<file path="src/design/spjq_pkg.sv">
package spjq_pkg;

	localparam int CAPACITY = 16;
	localparam int CNT_W    = $clog2(CAPACITY + 1);
	localparam int ADDR_W   = (CAPACITY > 1) ? $clog2(CAPACITY) : 1;
	localparam logic [4:0] LIMIT_RESET = 5'd16;

	typedef enum logic {
		ACT_INSERT = 1'b0,
		ACT_REMOVE = 1'b1
	} spjq_action_t;

	typedef enum logic [1:0] {
		STAT_DONE  = 2'd0,
		STAT_FULL  = 2'd1,
		STAT_EMPTY = 2'd2
	} spjq_status_t;

	typedef struct packed {
		spjq_action_t       action;
		logic [15:0]        job_id;
		logic [13:0]        job_size;
		logic [7:0]         job_user;
		logic signed [15:0] job_priority;
	} spjq_in_t;

	typedef struct packed {
		spjq_status_t       status;
		logic [15:0]        head_id;
		logic [13:0]        head_size;
		logic [7:0]         head_user;
		logic signed [15:0] head_priority;
		logic [4:0]         entry_count;
		logic               is_full;
		logic               is_empty;
	} spjq_out_t;

	typedef struct packed {
		logic [15:0]        id;
		logic [13:0]        size;
		logic [7:0]         user;
		logic signed [15:0] prio;
	} spjq_rec_t;

	typedef struct packed {
		logic start;
		logic out_free;
	} spjq_cmd_t;

	typedef struct packed {
		logic idle;
		logic done;
	} spjq_stat_t;

	typedef enum logic [2:0] {
		ST_IDLE,
		ST_PUT,
		ST_INS,
		ST_HEAD,
		ST_SHIFT,
		ST_FIN
	} spjq_state_t;

endpackage

</file>
<file path="src/design/spjq_engine.sv">
module spjq_engine (
	input  logic                           clk,
	input  logic                           arst_n,
	input  spjq_pkg::spjq_cmd_t            cmd,
	input  spjq_pkg::spjq_in_t             item,
	input  logic [spjq_pkg::CNT_W-1:0]     lim,
	output spjq_pkg::spjq_stat_t           stat,
	output spjq_pkg::spjq_out_t            result
);
	import spjq_pkg::*;

	spjq_rec_t   mem [CAPACITY];
	spjq_rec_t   rd_data_q;
	spjq_rec_t   wr_data;
	logic        rd_en;
	logic        wr_en;
	logic [ADDR_W-1:0] rd_addr;
	logic [ADDR_W-1:0] wr_addr;

	spjq_state_t state_q, state_d;
	logic [CNT_W-1:0]  count_q, count_d;
	logic [ADDR_W-1:0] k_q, k_d;
	spjq_rec_t   cur_q;
	spjq_out_t   res_q, res_d;
	logic        full_now;
	logic        keep_place;
	logic        shift_last;

	assign full_now   = (count_q >= lim);
	assign keep_place = ($signed(rd_data_q.prio) >= $signed(cur_q.prio));
	assign shift_last = ((CNT_W'(k_q) + CNT_W'(1)) == count_q);

	// synchronous store, one write and one read port
	always_ff @(posedge clk) begin
		if (wr_en) begin
			mem[wr_addr] <= wr_data;
		end
		if (rd_en) begin
			rd_data_q <= mem[rd_addr];
		end
	end

	// next state
	always_comb begin
		state_d = state_q;
		case (state_q)
			ST_IDLE: begin
				if (cmd.start) begin
					if (item.action == ACT_INSERT) begin
						if (full_now) begin
							state_d = ST_FIN;
						end else if (count_q == '0) begin
							state_d = ST_PUT;
						end else begin
							state_d = ST_INS;
						end
					end else begin
						if (count_q == '0) begin
							state_d = ST_FIN;
						end else begin
							state_d = ST_HEAD;
						end
					end
				end
			end
			ST_PUT: state_d = ST_FIN;
			ST_INS: begin
				if (keep_place) begin
					state_d = ST_FIN;
				end else if (k_q == ADDR_W'(1)) begin
					state_d = ST_PUT;
				end
			end
			ST_HEAD: begin
				if (count_q == CNT_W'(1)) begin
					state_d = ST_FIN;
				end else begin
					state_d = ST_SHIFT;
				end
			end
			ST_SHIFT: begin
				if (shift_last) begin
					state_d = ST_FIN;
				end
			end
			ST_FIN: begin
				if (cmd.out_free) begin
					state_d = ST_IDLE;
				end
			end
			default: state_d = ST_IDLE;
		endcase
	end

	// memory and datapath control
	always_comb begin
		rd_en   = 1'b0;
		rd_addr = k_q;
		wr_en   = 1'b0;
		wr_addr = k_q;
		wr_data = rd_data_q;
		k_d     = k_q;
		count_d = count_q;
		res_d   = res_q;
		case (state_q)
			ST_IDLE: begin
				if (cmd.start) begin
					res_d        = '0;
					res_d.status = STAT_DONE;
					if (item.action == ACT_INSERT) begin
						if (full_now) begin
							res_d.status = STAT_FULL;
						end else if (count_q == '0) begin
							k_d = '0;
						end else begin
							k_d     = count_q[ADDR_W-1:0];
							rd_en   = 1'b1;
							rd_addr = count_q[ADDR_W-1:0] - ADDR_W'(1);
						end
					end else begin
						if (count_q == '0) begin
							res_d.status = STAT_EMPTY;
						end else begin
							k_d     = '0;
							rd_en   = 1'b1;
							rd_addr = '0;
						end
					end
				end
			end
			ST_PUT: begin
				wr_en   = 1'b1;
				wr_data = cur_q;
				count_d = count_q + CNT_W'(1);
			end
			ST_INS: begin
				wr_en = 1'b1;
				if (keep_place) begin
					wr_data = cur_q;
					count_d = count_q + CNT_W'(1);
				end else begin
					k_d = k_q - ADDR_W'(1);
					if (k_q != ADDR_W'(1)) begin
						rd_en   = 1'b1;
						rd_addr = k_q - ADDR_W'(2);
					end
				end
			end
			ST_HEAD: begin
				res_d.head_id       = rd_data_q.id;
				res_d.head_size     = rd_data_q.size;
				res_d.head_user     = rd_data_q.user;
				res_d.head_priority = rd_data_q.prio;
				if (count_q == CNT_W'(1)) begin
					count_d = count_q - CNT_W'(1);
				end else begin
					k_d     = ADDR_W'(1);
					rd_en   = 1'b1;
					rd_addr = ADDR_W'(1);
				end
			end
			ST_SHIFT: begin
				wr_en   = 1'b1;
				wr_addr = k_q - ADDR_W'(1);
				if (shift_last) begin
					count_d = count_q - CNT_W'(1);
				end else begin
					k_d     = k_q + ADDR_W'(1);
					rd_en   = 1'b1;
					rd_addr = k_q + ADDR_W'(1);
				end
			end
			ST_FIN: begin
			end
			default: begin
			end
		endcase
	end

	always_ff @(posedge clk or negedge arst_n) begin
		if (!arst_n) begin
			state_q <= ST_IDLE;
			count_q <= '0;
		end else begin
			state_q <= state_d;
			count_q <= count_d;
		end
	end

	always_ff @(posedge clk) begin
		k_q   <= k_d;
		res_q <= res_d;
		if (state_q == ST_IDLE && cmd.start) begin
			cur_q.id   <= item.job_id;
			cur_q.size <= item.job_size;
			cur_q.user <= item.job_user;
			cur_q.prio <= item.job_priority;
		end
	end

	assign stat.idle = (state_q == ST_IDLE);
	assign stat.done = (state_q == ST_FIN) && cmd.out_free;

	always_comb begin
		result             = res_q;
		result.entry_count = 5'(count_q);
		result.is_full     = full_now;
		result.is_empty    = (count_q == '0);
	end

endmodule

</file>
<file path="src/design/sorted_priority_job_queue_core.sv">
// channel  | direction | handshake            | payload
// in       | to core   | in_valid / in_stall  | in_data (spjq_in_t)
// out      | from core | out_valid / out_stall| out_data (spjq_out_t)
// cfg      | to core   | cfg_wr_en            | cfg_wr_data (queue_limit)
//
// one transaction at a time; the sorted entries live in one memory with a
// registered read, one entry moved per cycle
// insert: each entry of lower priority is shifted up one place, then the new
// entry is written; remove: the head is read and the rest shifted down one place
// reset leaves the queue empty and queue_limit at 16; no clearing pass
// a finished result waits in the output register while the next transaction
// is taken; a result finished while that register is stalled holds in the core
module sorted_priority_job_queue_core (
	input  logic                clk,
	input  logic                arst_n,
	input  logic                in_valid,
	output logic                in_stall,
	input  spjq_pkg::spjq_in_t  in_data,
	output logic                out_valid,
	input  logic                out_stall,
	output spjq_pkg::spjq_out_t out_data,
	input  logic                cfg_wr_en,
	input  logic [4:0]          cfg_wr_data
);
	import spjq_pkg::*;

	logic [4:0]       limit_q;
	logic [CNT_W-1:0] lim_eff;
	logic             out_valid_q;
	spjq_out_t        out_data_q;
	spjq_cmd_t        cmd;
	spjq_stat_t       stat;
	spjq_out_t        result;

	always_comb begin
		if (limit_q == 5'd0) begin
			lim_eff = CNT_W'(1);
		end else if (32'(limit_q) > CAPACITY) begin
			lim_eff = CNT_W'(CAPACITY);
		end else begin
			lim_eff = CNT_W'(limit_q);
		end
	end

	assign in_stall     = !stat.idle;
	assign cmd.start    = in_valid && !in_stall;
	assign cmd.out_free = !out_valid_q || !out_stall;

	spjq_engine u_engine (
		.clk    (clk),
		.arst_n (arst_n),
		.cmd    (cmd),
		.item   (in_data),
		.lim    (lim_eff),
		.stat   (stat),
		.result (result)
	);

	always_ff @(posedge clk or negedge arst_n) begin
		if (!arst_n) begin
			limit_q     <= LIMIT_RESET;
			out_valid_q <= 1'b0;
		end else begin
			if (cfg_wr_en) begin
				limit_q <= cfg_wr_data;
			end
			if (stat.done) begin
				out_valid_q <= 1'b1;
			end else if (!out_stall) begin
				out_valid_q <= 1'b0;
			end
		end
	end

	always_ff @(posedge clk) begin
		if (stat.done) begin
			out_data_q <= result;
		end
	end

	assign out_valid = out_valid_q;
	assign out_data  = out_data_q;

endmodule

</file>
<file path="config.mk">
export PLATFORM = sky130hd
export DESIGN_NAME = sorted_priority_job_queue_core
export DESIGN_NICKNAME = d
export VERILOG_FILES = /design/src/design/spjq_pkg.sv /design/src/design/spjq_engine.sv /design/src/design/sorted_priority_job_queue_core.sv
export SDC_FILE = /design/constraint.sdc
export NUM_CORES = 1
export LEC_CHECK = 0
export BUFFER_PORTS_ARGS = -buffer_cell sky130_fd_sc_hd__buf_2
export CAP_MARGIN = 0
export CORE_ASPECT_RATIO = 0.6
export CORE_MARGIN = 4
export CORE_UTILIZATION = 56
export DETAILED_ROUTE_END_ITERATION = 10
export GPL_ROUTABILITY_DRIVEN = 0
export HOLD_SLACK_MARGIN = 0.05
export PLACE_DENSITY = 0.78
export SETUP_SLACK_MARGIN = 0.02
export SYNTH_ARGS = -nofsm -noshare
export SYNTH_HDL_FRONTEND = slang
export SYNTH_HIERARCHICAL = 1
export SYNTH_SLANG_ARGS = --single-unit
export TNS_END_PERCENT = 50
</file>
<file path="constraint.sdc">
create_clock -name clk -period 4.6 [get_ports clk]
set_clock_uncertainty 0.15 [all_clocks]
set_input_delay 0.46 -clock clk [delete_from_list [all_inputs] [get_ports clk]]
set_output_delay 0.46 -clock clk [all_outputs]
set_load 0.02 [all_outputs]
</file>
==> run metrics <==
Routed Antenna Nets=0; first-pass GRT wire length=142000 µm; Critical Path Sink Type=register; mux contribution to synthesized area=16.5%; Hold Crit Class=input pin to asynchronous set/reset pin; measured slew at the worst slew-check pin=1.15 ns; IO Port Bufs=129; WL final=95500 µm; Die Ht=223 µm; Root Buffer=clkbuf_16; synth unique cells=68; Top Ports=130; sequential cell area fraction in the yosys report=76.8%; Critical Path Fanout Max=44; Register Area=0.0332 mm²; Fmax achieved=224 MHz; Req. time, crit path=4.84 ns; commonest non-fill, non-tap cell in the layout=edfxtp_1; simple-gate portion of the synthesized area=2.47%; most frequent cells in the layout=edfxtp_1 (1095), mux4_2 (216), mux2i_1 (162), buf_2 (129), clkbuf_16 (101); status=finished clean; setup repair bufs after CTS=0; Starting Density=56.9%; CTS sink cnt=1109; min cycle time layout=4.47 ns; arrival time worst endpoint=4.71 ns; Top FF cell, synth=edfxtp_1; footprint of the multi-input gates=0.00956 mm²; RSZ-0062 raised after global routing=false; crit-path cells=ha_2 -> nand4_2 -> nor4_2 -> a21bo_2 -> and4_4 -> or4b_1 -> nand4_1 -> and3_4 -> buf_12 -> buf_4 -> mux4_2 -> mux2i_1 -> mux2i_1; peak supply drop=0.735 mV; Syn Nets=2120; antenna violations before repair=1; worst skew pair latency=0.67 ns; PD cells=837 mW/mm²; share of layout cells above drive strength 1=28.0%; CTS tree=done; period utilization=97.2%; CP Launch Type=register; Die ar.=0.0820 mm²; DP Wirelength=49400 µm; Worst path most repeated cell=mux2i_1; Clock Tree Buf Depth=3; number of synthesized register bits=1109; core outline area=0.0761 mm²; Yosys warnings=6; worst reg2reg setup slack=0.13 ns; largest family of logic cells by synthesized area=multiplexers; Crit Path Category=register to register; Clk pin slew, worst setup/hold paths=0.07 ns; Syn Area/Cell=21.4 µm²; CTS Buf Count=96; vias in the first global route=21700; filler cell count=4744; Wirelength per Cell=28.2 µm; H-tree levels=3; DRT Pass-1 Iters=8; max_cap viols=0; Post-Synth Adder-Cell Area=0.896%; cell area after synthesis=0.0433 mm²; FFs w/ async S/R, synth=1.26%; DR vias/cell=6.31; Tot GR Track Use=23.4%; Area Overhead vs Synth=15.2%; vias=21400; Setup Viol. Count Final=0; Final #Nets=2406; pin count of the biggest net entering global routing=65; setup TNS=0 ns; Slew Viols, Final=0; initial DRC count=3354; Die Span X=367 µm; slowest library cell on the worst path=or4b_1; compound-cell area share of the yosys netlist=1.50%; Syn Inst Count=2024; XOR/XNOR share of the synthesized area=0.303%; drt drc=0; static leakage=0.0170 µW; GR Overflow Total=0; number of antenna diodes=0; worst relative slew slack=23.4%; final hold vios=0; number of synthesized flops with an enable pin=1095; row count=78; slowest cell delay on critical path=0.56 ns; Power, Total=41800 µW
## power by group
part / internal (µW) / switching, µW
registers: 15300 / 662
clock network: 4820 / 3560
logic: 7710 / 9750
total: 27800 / 14000
## logic make-up (layout without fill, tap and decap cells)
logic type / count (synthesis) / count (layout)
AO/OA/AOI/OAI: 96 / 96
buffers and inverters: 133 / 497
multiplexers: 435 / 435
adder cells (fa/ha/maj): 31 / 31
flip-flops: 1109 / 1109
XOR/XNOR: 15 / 15
AND/OR/NAND/NOR: 205 / 205
## layout make-up
type,count,share of cell area (%)
clock buffers,115,5.13
inverters,38,0.288
clock inverters,61,1.39
well taps,1000,2.51
repair buffers,283,4.91
multi-input cells,782,19.2
flip-flops and latches,1109,66.6
## cell usage after synthesis (4+ instances only)
library cell	n	area share (%)
a21o_1	5	0.087
a21oi_1	31	0.36
a31oi_1	9	0.13
a32oi_1	5	0.10
and2_1	57	0.82
buf_2	46	0.53
buf_4	18	0.31
buf_6	8	0.21
clkbuf_1	20	0.17
dfrtp_1	13	0.75
edfxtp_1	1095	76
ha_1	31	0.90
inv_1	37	0.32
mux2_1	4	0.10
mux2_2	53	1.4
mux2i_1	162	3.7
mux4_2	216	11
nand2_1	39	0.34
nand2b_1	5	0.072
nand3_1	8	0.092
nand4_1	8	0.12
nor2_1	50	0.43
nor2b_1	8	0.12
nor3_1	11	0.13
o21ai_0	14	0.16
or3_1	4	0.058
xnor2_1	10	0.20
xor2_1	5	0.10
## state kept, by name, summed over array words and instances (netlist names)
register	cells
u_engine/mem	864
out_data	63
u_engine/result	56
u_engine/cur_q	54
u_engine/rd_data_q	54
limit_q	5
u_engine/count_q	5
u_engine/k_q	4
u_engine/state_q	3
out_valid	1
## final timing paths
path	startpoint	to	cells past startpoint
hold / removal	arst_n	limit_q[2]	2
min in group clk	u_engine/result[45]	out_data[45]	0
max in group asynchronous	arst_n	limit_q[4]	2
hold reg to reg	u_engine/result[45]	out_data[45]	0
setup / recovery	u_engine/rd_data_q[15]	u_engine/rd_data_q[30]	13
setup reg to reg	u_engine/rd_data_q[15]	u_engine/rd_data_q[30]	13
## through the flow
| stage | cell area [µm²] | util [%] | setup slack, ns | hold WS, ns | instances |
|---|---|---|---|---|---|
| 2_1_floorplan | 43300 | - | -0.0257 | 0.0144 | 2024 |
| 3_3_place_gp | 45900 | 60.3 | 0.251 | 0.221 | 3144 |
| 3_5_place_dp | 45900 | 60.3 | 0.152 | 0.236 | 3144 |
| 4_1_cts | 49800 | 65.5 | 0.105 | 0.0577 | 3387 |
| 5_1_grt | 49900 | 65.5 | 0.0234 | 0.117 | 3388 |
| 6_report | 49900 | 65.5 | 0.131 | 0.0872 | 3388 |
## timing repair
item | in CTS | in global routing
endpoints found under the hold margin | 75 | 0
setup endpoints to repair | 0 | 39
resized for setup | 0 | 9
hold buffers | 67 | 0
## critical path, delay by kind of cell (launching register included)
family / cells / cell delay [ns]
mux: 3 / 0.62
fa+ha+maj: 1 / 0.45
compound gates: 1 / 0.29
simple gates: 6 / 1.74
buf+inv: 2 / 0.51
flops: 1 / 0.41
## routing by layer
metal	part of all wire (%)	GRT usage, %
met1	41	34.5
met2	48	36.9
met3	9.6	4.78
met4	2.0	5.11
met5	0	0
Power figures use the tool's default switching activity.
